===== config.mk =====
export PLATFORM = sky130hd
export DESIGN_NAME = energy_triggered_audio_capture_top
export DESIGN_NICKNAME = d
export VERILOG_FILES = /design/src/sv/etac_pkg.sv /design/src/sv/etac_amp.sv /design/src/sv/energy_triggered_audio_capture_top.sv
export SDC_FILE = /design/constraint.sdc
export NUM_CORES = 1
export LEC_CHECK = 0
export BUFFER_PORTS_ARGS = -buffer_cell sky130_fd_sc_hd__buf_2
export CELL_PAD_IN_SITES_DETAIL_PLACEMENT = 0
export CELL_PAD_IN_SITES_GLOBAL_PLACEMENT = 1
export CORE_ASPECT_RATIO = 2
export CORE_MARGIN = 2
export CORE_UTILIZATION = 30
export DETAILED_ROUTE_END_ITERATION = 16
export PLACE_DENSITY_LB_ADDON = 0.1
export SYNTH_ARGS = -nofsm -noshare
export SYNTH_HDL_FRONTEND = slang
export SYNTH_SLANG_ARGS = --single-unit

===== constraint.sdc =====
create_clock -name clk -period 14.85 [get_ports clk]
set_clock_uncertainty 0.2 [all_clocks]
set_input_delay 1.485 -clock clk [delete_from_list [all_inputs] [get_ports clk]]
set_output_delay 1.485 -clock clk [all_outputs]
set_load 0.02 [all_outputs]

===== src/sv/etac_pkg.sv =====
package etac_pkg;

  // block dimensions
  localparam int CHUNK     = 256;
  localparam int ADDR_BITS = 17;

  // fixed field widths
  localparam int GAIN_W   = 8;
  localparam int THR_W    = 16;
  localparam int LEN_W    = 18;
  localparam int ADDR_W   = 17;
  localparam int SAMPLE_W = 16;
  localparam int MAG_W    = 16;
  localparam int ENERGY_W = 24;
  localparam int WORD_W   = 32;
  localparam int CFG_W    = 18;
  localparam int CFG_IDX_W = 2;

  // chunk position counter and trigger level widths
  localparam int CHUNK_W   = (CHUNK > 2) ? $clog2(CHUNK) : 1;
  localparam int SCALED_W  = THR_W + 1 + $clog2(CHUNK + 1);
  localparam int LEVEL_W   = (SCALED_W > ENERGY_W) ? SCALED_W : ENERGY_W + 1;

  localparam logic [ADDR_W-1:0]   ADDR_MASK   = ADDR_W'((64'd1 << ADDR_BITS) - 64'd1);
  localparam logic [CHUNK_W-1:0]  CHUNK_LAST  = CHUNK_W'(CHUNK - 1);
  localparam logic [LEN_W-1:0]    CHUNK_COUNT = LEN_W'(CHUNK);
  localparam logic [ENERGY_W-1:0] ENERGY_MAX  = {ENERGY_W{1'b1}};

  // register reset values
  localparam logic [GAIN_W-1:0] GAIN_RST   = GAIN_W'(1);
  localparam logic [THR_W-1:0]  THR_RST    = THR_W'(5000);
  localparam logic [LEN_W-1:0]  LENGTH_RST = LEN_W'(80000);

  // sample saturation limits
  localparam logic signed [SAMPLE_W-1:0] SAMPLE_MAX = 16'sh7fff;
  localparam logic signed [SAMPLE_W-1:0] SAMPLE_MIN = 16'sh8000;

  // operation codes
  localparam logic OP_AUDIO  = 1'b0;
  localparam logic OP_RESUME = 1'b1;

  typedef enum logic [CFG_IDX_W-1:0] {
    CFG_GAIN      = 2'd0,
    CFG_THRESHOLD = 2'd1,
    CFG_LENGTH    = 2'd2
  } cfg_idx_t;

  typedef enum logic [1:0] {
    MODE_LISTEN = 2'd0,
    MODE_RECORD = 2'd1,
    MODE_FULL   = 2'd2
  } mode_t;

  // amplifier result
  typedef struct packed {
    logic signed [SAMPLE_W-1:0] sample;
    logic [MAG_W-1:0]           mag;
  } amp_res_t;

  // trigger level: floor(sum / CHUNK) > thr  <=>  sum >= (thr + 1) * CHUNK
  function automatic logic [LEVEL_W-1:0] trigger_level(input logic [THR_W-1:0] thr);
    trigger_level = (LEVEL_W'(thr) + LEVEL_W'(1)) * LEVEL_W'(CHUNK);
  endfunction

endpackage


===== src/sv/etac_amp.sv =====
module etac_amp (
  input  logic signed [etac_pkg::WORD_W-1:0] raw_word,
  input  logic [etac_pkg::GAIN_W-1:0]        gain,
  output etac_pkg::amp_res_t                 res
);

  logic signed [etac_pkg::SAMPLE_W-1:0]                  hi;
  logic signed [etac_pkg::SAMPLE_W+etac_pkg::GAIN_W:0]   prod;
  logic signed [etac_pkg::SAMPLE_W-1:0]                  sat;

  // upper half times gain
  assign hi   = raw_word[etac_pkg::WORD_W-1 -: etac_pkg::SAMPLE_W];
  assign prod = (etac_pkg::SAMPLE_W+etac_pkg::GAIN_W+1)'(hi)
              * (etac_pkg::SAMPLE_W+etac_pkg::GAIN_W+1)'($signed({1'b0, gain}));

  // clamp to 16 bits and take magnitude
  always_comb begin
    if (prod > $signed({{(etac_pkg::GAIN_W+1){1'b0}}, etac_pkg::SAMPLE_MAX})) begin
      sat = etac_pkg::SAMPLE_MAX;
    end else if (prod < $signed({{(etac_pkg::GAIN_W+1){1'b1}}, etac_pkg::SAMPLE_MIN})) begin
      sat = etac_pkg::SAMPLE_MIN;
    end else begin
      sat = prod[etac_pkg::SAMPLE_W-1:0];
    end
    res.sample = sat;
    res.mag    = sat[etac_pkg::SAMPLE_W-1] ? (~sat + 16'd1) : sat;
  end

endmodule


===== src/sv/energy_triggered_audio_capture_top.sv =====
// Energy-triggered audio capture. Each request carries one I2S word (or a resume
// command); the upper 16 bits are scaled by gain and clamped to 16 bits. While
// listening, each chunk of CHUNK samples is written to addresses 0..CHUNK-1 and its
// absolute sum checked against the threshold; a chunk whose mean is above it starts
// recording at address CHUNK until capture_length samples are stored, then the block
// holds full until a resume request. Every request gives exactly one result. Rate is
// one request per clock unless the output stalls; input register, then result
// register, with the multiply, clamp, accumulate and compare path setting the clock.
// Configuration writes are always ready and take effect on the next request.
module energy_triggered_audio_capture_top (
  input  logic                                clk,
  input  logic                                rst_n,
  input  logic                                in_valid,
  output logic                                in_ready,
  input  logic                                in_operation,
  input  logic signed [etac_pkg::WORD_W-1:0]  in_raw_word,
  output logic                                out_valid,
  input  logic                                out_ready,
  output logic                                out_write_enable,
  output logic [etac_pkg::ADDR_W-1:0]         out_write_address,
  output logic signed [etac_pkg::SAMPLE_W-1:0] out_sample_out,
  output logic [1:0]                          out_mode_now,
  output logic                                out_triggered,
  output logic                                out_capture_done,
  input  logic                                cfg_valid,
  output logic                                cfg_ready,
  input  logic [etac_pkg::CFG_IDX_W-1:0]      cfg_index,
  input  logic [etac_pkg::CFG_W-1:0]          cfg_data
);

  // configuration
  logic [etac_pkg::GAIN_W-1:0]  gain_r;
  logic [etac_pkg::LEVEL_W-1:0] level_r;
  logic [etac_pkg::LEN_W-1:0]   length_r;

  // input stage
  logic                               s1_valid_r;
  logic                               s1_op_r;
  logic signed [etac_pkg::WORD_W-1:0] s1_word_r;

  // capture state
  etac_pkg::mode_t               mode_r, mode_nxt;
  logic [etac_pkg::CHUNK_W-1:0]  pos_r, pos_nxt;
  logic [etac_pkg::ENERGY_W-1:0] energy_r, energy_nxt;
  logic [etac_pkg::LEN_W-1:0]    count_r, count_nxt;

  // result stage
  logic                                 out_valid_r;
  logic                                 we_r, we_nxt;
  logic [etac_pkg::ADDR_W-1:0]          addr_r, addr_nxt;
  logic signed [etac_pkg::SAMPLE_W-1:0] sample_r, sample_nxt;
  logic [1:0]                           mode_out_r;
  logic                                 trig_r, trig_nxt;
  logic                                 done_r, done_nxt;

  logic                                 adv;
  etac_pkg::amp_res_t                   amp;
  logic [etac_pkg::ENERGY_W:0]          energy_add;
  logic [etac_pkg::ENERGY_W-1:0]        energy_sat;
  logic [etac_pkg::LEN_W-1:0]           count_inc;

  // handshakes
  assign adv       = s1_valid_r && (!out_valid_r || out_ready);
  assign in_ready  = !s1_valid_r || adv;
  assign cfg_ready = 1'b1;

  // config registers
  always_ff @(posedge clk) begin
    if (!rst_n) begin
      gain_r   <= etac_pkg::GAIN_RST;
      level_r  <= etac_pkg::trigger_level(etac_pkg::THR_RST);
      length_r <= etac_pkg::LENGTH_RST;
    end else if (cfg_valid && cfg_ready) begin
      case (cfg_index)
        etac_pkg::CFG_GAIN:      gain_r   <= cfg_data[etac_pkg::GAIN_W-1:0];
        etac_pkg::CFG_THRESHOLD: level_r  <=
          etac_pkg::trigger_level(cfg_data[etac_pkg::THR_W-1:0]);
        etac_pkg::CFG_LENGTH:    length_r <= cfg_data[etac_pkg::LEN_W-1:0];
        default: ;
      endcase
    end
  end

  // input register
  always_ff @(posedge clk) begin
    if (!rst_n) begin
      s1_valid_r <= 1'b0;
    end else if (in_ready) begin
      s1_valid_r <= in_valid;
    end
  end

  always_ff @(posedge clk) begin
    if (in_valid && in_ready) begin
      s1_op_r   <= in_operation;
      s1_word_r <= in_raw_word;
    end
  end

  etac_amp u_amp (
    .raw_word (s1_word_r),
    .gain     (gain_r),
    .res      (amp)
  );

  // saturating chunk energy
  assign energy_add = {1'b0, energy_r} + (etac_pkg::ENERGY_W+1)'(amp.mag);
  assign energy_sat = energy_add[etac_pkg::ENERGY_W] ? etac_pkg::ENERGY_MAX
                                                     : energy_add[etac_pkg::ENERGY_W-1:0];
  assign count_inc  = count_r + etac_pkg::LEN_W'(1);

  // capture control
  always_comb begin
    mode_nxt   = mode_r;
    pos_nxt    = pos_r;
    energy_nxt = energy_r;
    count_nxt  = count_r;
    we_nxt     = 1'b0;
    addr_nxt   = '0;
    sample_nxt = '0;
    trig_nxt   = 1'b0;
    done_nxt   = 1'b0;
    if (s1_op_r == etac_pkg::OP_RESUME) begin
      if (mode_r != etac_pkg::MODE_LISTEN && mode_r != etac_pkg::MODE_RECORD) begin
        mode_nxt   = etac_pkg::MODE_LISTEN;
        pos_nxt    = '0;
        energy_nxt = '0;
        count_nxt  = '0;
      end
    end else begin
      sample_nxt = amp.sample;
      case (mode_r)
        etac_pkg::MODE_LISTEN: begin
          we_nxt   = 1'b1;
          addr_nxt = etac_pkg::ADDR_W'(pos_r) & etac_pkg::ADDR_MASK;
          if (pos_r == etac_pkg::CHUNK_LAST) begin
            pos_nxt    = '0;
            energy_nxt = '0;
            if (etac_pkg::LEVEL_W'(energy_sat) >= level_r) begin
              trig_nxt  = 1'b1;
              count_nxt = etac_pkg::CHUNK_COUNT;
              if (etac_pkg::CHUNK_COUNT >= length_r) begin
                mode_nxt = etac_pkg::MODE_FULL;
                done_nxt = 1'b1;
              end else begin
                mode_nxt = etac_pkg::MODE_RECORD;
              end
            end
          end else begin
            pos_nxt    = pos_r + etac_pkg::CHUNK_W'(1);
            energy_nxt = energy_sat;
          end
        end
        etac_pkg::MODE_RECORD: begin
          if (count_r >= length_r) begin
            mode_nxt = etac_pkg::MODE_FULL;
            done_nxt = 1'b1;
          end else begin
            we_nxt    = 1'b1;
            addr_nxt  = count_r[etac_pkg::ADDR_W-1:0] & etac_pkg::ADDR_MASK;
            count_nxt = count_inc;
            if (count_inc >= length_r) begin
              mode_nxt = etac_pkg::MODE_FULL;
              done_nxt = 1'b1;
            end
          end
        end
        default: ;
      endcase
    end
  end

  // state and result valid
  always_ff @(posedge clk) begin
    if (!rst_n) begin
      mode_r      <= etac_pkg::MODE_LISTEN;
      pos_r       <= '0;
      energy_r    <= '0;
      count_r     <= '0;
      out_valid_r <= 1'b0;
    end else begin
      if (adv) begin
        mode_r   <= mode_nxt;
        pos_r    <= pos_nxt;
        energy_r <= energy_nxt;
        count_r  <= count_nxt;
      end
      if (adv) begin
        out_valid_r <= 1'b1;
      end else if (out_ready) begin
        out_valid_r <= 1'b0;
      end
    end
  end

  // result payload
  always_ff @(posedge clk) begin
    if (adv) begin
      we_r       <= we_nxt;
      addr_r     <= addr_nxt;
      sample_r   <= sample_nxt;
      mode_out_r <= mode_nxt;
      trig_r     <= trig_nxt;
      done_r     <= done_nxt;
    end
  end

  assign out_valid         = out_valid_r;
  assign out_write_enable  = we_r;
  assign out_write_address = addr_r;
  assign out_sample_out    = sample_r;
  assign out_mode_now      = mode_out_r;
  assign out_triggered     = trig_r;
  assign out_capture_done  = done_r;

  // checks
  a_trig_leaves_listen: assert property (@(posedge clk) disable iff (!rst_n)
    out_valid_r && trig_r |-> mode_out_r != etac_pkg::MODE_LISTEN)
    else $error("trigger reported while still listening");

  a_done_is_full: assert property (@(posedge clk) disable iff (!rst_n)
    out_valid_r && done_r |-> mode_out_r == etac_pkg::MODE_FULL)
    else $error("capture done without full mode");

  a_no_write_no_addr: assert property (@(posedge clk) disable iff (!rst_n)
    out_valid_r && !we_r |-> addr_r == '0)
    else $error("address set on a result without a write");

  a_full_holds: assert property (@(posedge clk) disable iff (!rst_n)
    adv && mode_r == etac_pkg::MODE_FULL && s1_op_r == etac_pkg::OP_AUDIO
    |=> mode_r == etac_pkg::MODE_FULL)
    else $error("full mode left without a resume");

  a_pos_only_listening: assert property (@(posedge clk) disable iff (!rst_n)
    pos_r != '0 |-> mode_r == etac_pkg::MODE_LISTEN)
    else $error("chunk position nonzero outside listening");

endmodule

Word level (Yosys, flattened, before mapping)
Index checks and enable logic that the tools add are counted.
Widths: inputs -> output; s select.
Operators by class
  reduce and logical (&&, ||, !) cells: 19
  muxes and demuxes: 39
  bitwise logic cells: 3
  equal/unequal tests: 9
  add/subtract/negate cells: 5
  $mul: 1
  $lt $le $gt $ge: 6
Operators with widths (count)
  $mux 24: 5
  $mux 18: 5
  $mux 16: 3
  $ge 18x18->1: 2
  $pmux 18 s2: 1
  $pmux 17 s2: 1
  $mux 8: 4
  $ge 24x26->1: 1
  $add 24x16->25: 1
  $gt 25x16->1 const B: 1
  $lt 25x16->1 const B: 1
  $mul 16x9->25: 1
  $add 18x1->18 const B: 1
  $ge 9x18->1 const A: 1
  $add 16x1->17 const B: 1
  $mux 17: 1
  $add 16x1->16 const B: 1
  $not 16->16: 1
  $mux 2: 7
  $mux 1: 9
  $ne 3x3->1 const B: 3
  $add 8x1->8 const B: 1
  $eq 8x8->1 const B: 1
  $reduce_and 2->1: 3
  other kinds (15): 26
Storage, ports and cells
  output and inout port bits: 41
  register bits: 169
  bits of input ports: 58
  word-level logic and storage cells: 99

Longest topological paths before layout
  word-level depth: 14
  depth in mapped cells: 49
  depth with buffers taken out: 46

By module
From an unflattened synthesis, not the netlist that was laid out.
Unflattened totals
  cell total of the unflattened synthesis: 1713
  area, all modules: 14984.4 sq um
Modules (own cells, without submodules)
  energy_triggered_audio_capture_top: cells each 989, times used 1, area each 9288.9 sq um
  etac_amp: cells each 724, times used 1, area each 5695.5 sq um

Worst setup path before layout
Ideal clock, no wire load.
  path type: register to register
  start: register s1_word_r[31] (netlist bit)
  end: register count_r[17] (netlist bit)
  required time: 14566 ps
  stages on the path, launching flop included: 45
  arrival: 9830 ps
  period minus slack after synthesis: 10114 ps
  slack: 4736 ps
  path through: edfxtp_1 and2_1 fa_1 inv_1 fa_1 inv_1 fa_1 inv_1 fa_1 inv_1 ha_1 nand2_1 o211a_1 o31ai_1 nor3_1 o2bb2ai_1 xnor2_1 buf_2 [9 not listed] a21oi_1 o21ai_0 a21o_1 a31o_2 nand2_1 clkbuf_1 nand2_1 ha_1 a21o_1 a21o_1 a211oi_1 o21ai_0 a2111oi_0 o31ai_1 o211ai_2 buf_2 nand3_1 o31ai_2
Between the ends
  longest elaborated chain between the ends: 12
Ends and longest elaborated chain
  start, declared: line energy_triggered_audio_capture_top.sv:39  | logic signed [etac_pkg::WORD_W-1:0] s1_word_r;
  start signal, assigned: line energy_triggered_audio_capture_top.sv:96  | s1_word_r <= in_raw_word;
  $mul 16x9->25 *: line etac_amp.sv:14  | * (etac_pkg::SAMPLE_W+etac_pkg::GAIN_W+1)'($signed({1'b0, gain}));
  $lt 25x16->1: line etac_amp.sv:20  | end else if (prod < $signed({{(etac_pkg::GAIN_W+1){1'b1}}, etac_pkg::SAMPLE_MIN})) begin
  $mux 16: line etac_amp.sv:20
  $mux 16 *: line etac_amp.sv:18  | if (prod > $signed({{(etac_pkg::GAIN_W+1){1'b0}}, etac_pkg::SAMPLE_MAX})) begin
  $not 16->16: line etac_amp.sv:26  | res.mag = sat[etac_pkg::SAMPLE_W-1] ? (~sat + 16'd1) : sat;
  $add 16x1->16: line etac_amp.sv:26
  $mux 16 *: line etac_amp.sv:26
  $add 24x16->25 *: line energy_triggered_audio_capture_top.sv:107  | assign energy_add = {1'b0, energy_r} + (etac_pkg::ENERGY_W+1)'(amp.mag);
  $mux 24 *: line energy_triggered_audio_capture_top.sv:108  | assign energy_sat = energy_add[etac_pkg::ENERGY_W] ? etac_pkg::ENERGY_MAX
  $ge 24x26->1 *: line energy_triggered_audio_capture_top.sv:139  | if (etac_pkg::LEVEL_W'(energy_sat) >= level_r) begin
  $ne 3x3->1 (no source line) *
  $reduce_and 6->1 (no source line) *
  end signal, assigned: line energy_triggered_audio_capture_top.sv:186  | count_r <= count_nxt;
  end, declared: line energy_triggered_audio_capture_top.sv:45  | logic [etac_pkg::LEN_W-1:0] count_r, count_nxt;
Mark *: on every way between the ends. The rest lies on a longest branch, timed or not.
A chain may end at the register's enable or synchronous reset.

Worst setup path in the final report
  start: register gain_r[0] (netlist bit)
  end: register count_r[8] (netlist bit)
Between the ends
  longest elaborated chain between the ends: 12
Ends and longest elaborated chain
  start, declared: line energy_triggered_audio_capture_top.sv:32  | logic [etac_pkg::GAIN_W-1:0] gain_r;
  start signal, assigned: line energy_triggered_audio_capture_top.sv:70  | gain_r <= etac_pkg::GAIN_RST;
  start signal, assigned: line energy_triggered_audio_capture_top.sv:75  | etac_pkg::CFG_GAIN: gain_r <= cfg_data[etac_pkg::GAIN_W-1:0];
  $mul 16x9->25 *: line etac_amp.sv:14
  $lt 25x16->1: line etac_amp.sv:20
  $mux 16: line etac_amp.sv:20
  $mux 16 *: line etac_amp.sv:18
  $not 16->16: line etac_amp.sv:26
  $add 16x1->16: line etac_amp.sv:26
  $mux 16 *: line etac_amp.sv:26
  $add 24x16->25 *: line energy_triggered_audio_capture_top.sv:107
  $mux 24 *: line energy_triggered_audio_capture_top.sv:108
  $ge 24x26->1 *: line energy_triggered_audio_capture_top.sv:139
  $ne 3x3->1 (no source line) *
  $reduce_and 6->1 (no source line) *
Marked as above.

==> impl_metrics.csv <==
group,metric,value,unit
clock_network,clk_latency,460,ps
min_path,min_delay_path_depth,2,
worst_setup_path,cpMaxStageDelayCell,"dfxtp_1",
synth,synth_nets,1922,
detailed_routing,drt-total-wl,46700,µm
power,max-vdd-ir-drop,0.0000858,V
power,p_int,960,µW
die,die_x,158,µm
detailed_routing,num_vias,11600,
cells_and_area,num-nets-final,1971,
clock_network,path_clk_slew,80,ps
power,clkPwrFrac,0.303,
worst_setup_path,r2r_cells,45,
worst_setup_path,critPathLaunchType,"flip-flop",
synth,synth-main-ff-cell,"dfxtp_1",
power,pwr-share-seq,0.296,
synth,ys_ff_latch,152,
global_route,grt_pass1_vias,12500,
cells_and_area,finalInstanceArea,16000,µm²
power,p_per_area,101,nW/µm²
power,finalPower,1610,µW
worst_setup_path,cpMostUsedCell,"inv_1",
timing,tns,0,ps
die,die_area,49600,µm²
global_route,gr-total-overflow,0,
power,switching_share,0.405,
clock_network,cts-resized-gates,0,
clock_network,holdBufCountCts,0,
clock_network,cts_setup_buffers,0,
worst_setup_path,critPathArrivalTime,13050,ps
worst_setup_path,path_delay_family,"compound AO/OA/AOI/OAI gates",
clock_network,cts_made_buffers,17,
global_route,grt_max_degree,80,
global_route,grt_pass1_wl,72200,µm
job,max-cap-violations,0,
synth,syn_inst,1639,
clock_network,htree_levels,4,
detailed_routing,via_per_inst,4.98,
worst_setup_path,worstPathRequired,15030,ps
die,boundaryPins,99,
min_path,hp-class,"flip-flop to flip-flop",
cells_and_area,syn2layout_area_growth,11.5,%
detailed_routing,drtIter0Drc,355,
power,p_switching,653,µW
timing,final-hold-violation-count,0,
die,dieHeight,313,µm
power,p_leak,0.00737,µW
worst_setup_path,path_max_fanout,22,
placement,numPortBuffers,81,
placement,gp_congestion,0.857,
timing,finalSetupViolCount,0,
worst_setup_path,timing.critical_path.buf_inv,7,
die,core_region_area,47400,µm²
synth,synthArstFlopShare,0,
clock_network,cts_tree,"yes",
cells_and_area,drive_above_1_share,0.104,
timing,drv_slew,0,
synth,yosysUniqueCellTypes,90,
global_route,grt_use_total,0.197,
placement,dp_hpwl,38200,µm
cells_and_area,final_cell_mix,"nand2_1 (211), inv_1 (206), ha_1 (122)",
timing,worstMarginPinSlew,1120,ps
synth,synth_top_area_share,0.144,
timing,relSlewSlack,0.254,
synth,syn_area_per_cell,8.74,µm²
run_status,outcome,"finished, final reports clean",
worst_setup_path,crit_type,"flip-flop to flip-flop",
detailed_routing,ant_nets,0,
detailed_routing,drc_errors,0,
synth,synth_area_leaders,"fa_1 (14%), dfxtp_1 (14%), edfxtp_1 (12%)",
die,start_util,0.302,
timing,max_freq,77.7,MHz
detailed_routing,drtPass1Iterations,5,
worst_setup_path,worst-path-stages,45,
synth,synth_edf_count,55,
clock_network,cts_sinks,152,
worst_setup_path,endpoint_kind,"flip-flop",
worst_setup_path,slowest_delay,970,ps
timing,rsz0062_at_grt,"false",
cells_and_area,antenna-diode-count,0,
synth,ys_seq_area_frac,0.251,
timing,period_share,0.866,
power,combPwrFrac,0.401,
die,rows,113,
global_route,antenna_found_initial,0,
synth,yosysTopAreaCell,"fa_1",
timing,fin_crit,12860,ps
placement,post_dp_cell_area,15300,µm²
clock_network,root_buffer,"clkbuf_16",
cells_and_area,layout_commonest_cell,"nand2_1",
synth,yosysWarnings,0,
clock_network,clk_path_buf_depth,2,
synth,synth_area,14300,µm²
detailed_routing,wl_per_cell,20.0,µm
## tightest hold or removal path, delay by kind of cell, from the launching register on
kind,cells,cell delay [ps]
simple gates,1,50
flops,1,320
compound gates,1,60
## stage by stage
stage | setup slack [ps] | std cells | utilization | hold slack, ps
detailed placement | 1810 | 2301 | 0.324 | 265
CTS | 1740 | 2333 | 0.337 | 275
finish | 1990 | 2333 | 0.337 | 271
global placement | 1790 | 2301 | 0.324 | 258
global route | 918 | 2333 | 0.337 | 303
floorplan | 4740 | 1639 | - | 243
## power by group through the flow
| stage | clock network (µW) | logic [µW] | registers (µW) |
|---|---|---|---|
| finish | 488 | 647 | 478 |
| global route | 514 | 728 | 480 |
| CTS | 505 | 660 | 478 |
| detailed placement | 0 | 655 | 488 |
| global placement | 0 | 652 | 488 |
| floorplan | 0 | 454 | 487 |
## flip-flops by register name (all words and copies together), names as in the netlist
signal	flops
energy_r	24
count_r	18
length_r	18
level_r	17
out_write_address	17
out_sample_out	16
s1_word_r	16
gain_r	8
pos_r	8
mode_r	2
out_mode_now	2
out_capture_done	1
out_triggered	1
out_valid	1
out_write_enable	1
s1_op_r	1
s1_valid_r	1
## final timing paths
kind / startpoint / endpoint / slack, ps
worst min-delay path: energy_r[3]$_SDFFE_PN0P_ / energy_r[3]$_SDFFE_PN0P_ / 270
worst max register to register: gain_r[0]$_SDFFE_PN1P_ / count_r[8]$_SDFFE_PN0P_ / 1990
worst min register to register: energy_r[3]$_SDFFE_PN0P_ / energy_r[3]$_SDFFE_PN0P_ / 270
worst max-delay path: gain_r[0]$_SDFFE_PN1P_ / count_r[8]$_SDFFE_PN0P_ / 1990
## area by class of cell
| class | count | area, µm² |
|---|---|---|
| clock inverter | 15 | 213 |
| multi-input combinational | 1218 | 9680 |
| clock buffer | 17 | 425 |
| fill | 5062 | 31400 |
| timing repair buffer | 92 | 488 |
| inverter | 207 | 777 |
| sequential | 152 | 3590 |
| tap | 632 | 791 |
## cell families (layout without fill, tap and decap cells)
| logic type | count (synthesis) | in the layout | share of synthesized area |
|---|---|---|---|
| fa+ha+maj | 225 | 225 | 0.251 |
| other cells | 1 | 1 | 0.000262 |
| mux | 13 | 13 | 0.00961 |
| flops | 152 | 152 | 0.251 |
| compound gates | 336 | 336 | 0.168 |
| simple gates | 575 | 575 | 0.205 |
| buf+inv | 269 | 331 | 0.0735 |
| xor+xnor | 68 | 68 | 0.0416 |
## layer usage
metal / share of wire / track usage / wire (µm)
met1: 0.32 / 0.172 / 15000
met2: 0.61 / 0.422 / 28700
met3: 0.015 / 0.0191 / 704
met4: 0.050 / 0.0977 / 2330
met5: 0 / 0 / 0
## cells in the mapped netlist (all sizes together) (16+ instances only)
cell type and count:
xor2 30, inv 207, nor2 60, xnor2 38, nand2 211, o21ai 72, and3 52, clkbuf 46
buf 16, edfxtp 55, o211ai 25, a21o 32, dfxtp 97, nand3 62, a211oi 20, a21oi 63
ha 122, and2 87, nor2b 17, a21boi 26, fa 103
Note: power is estimated with default switching activity, not from simulation.
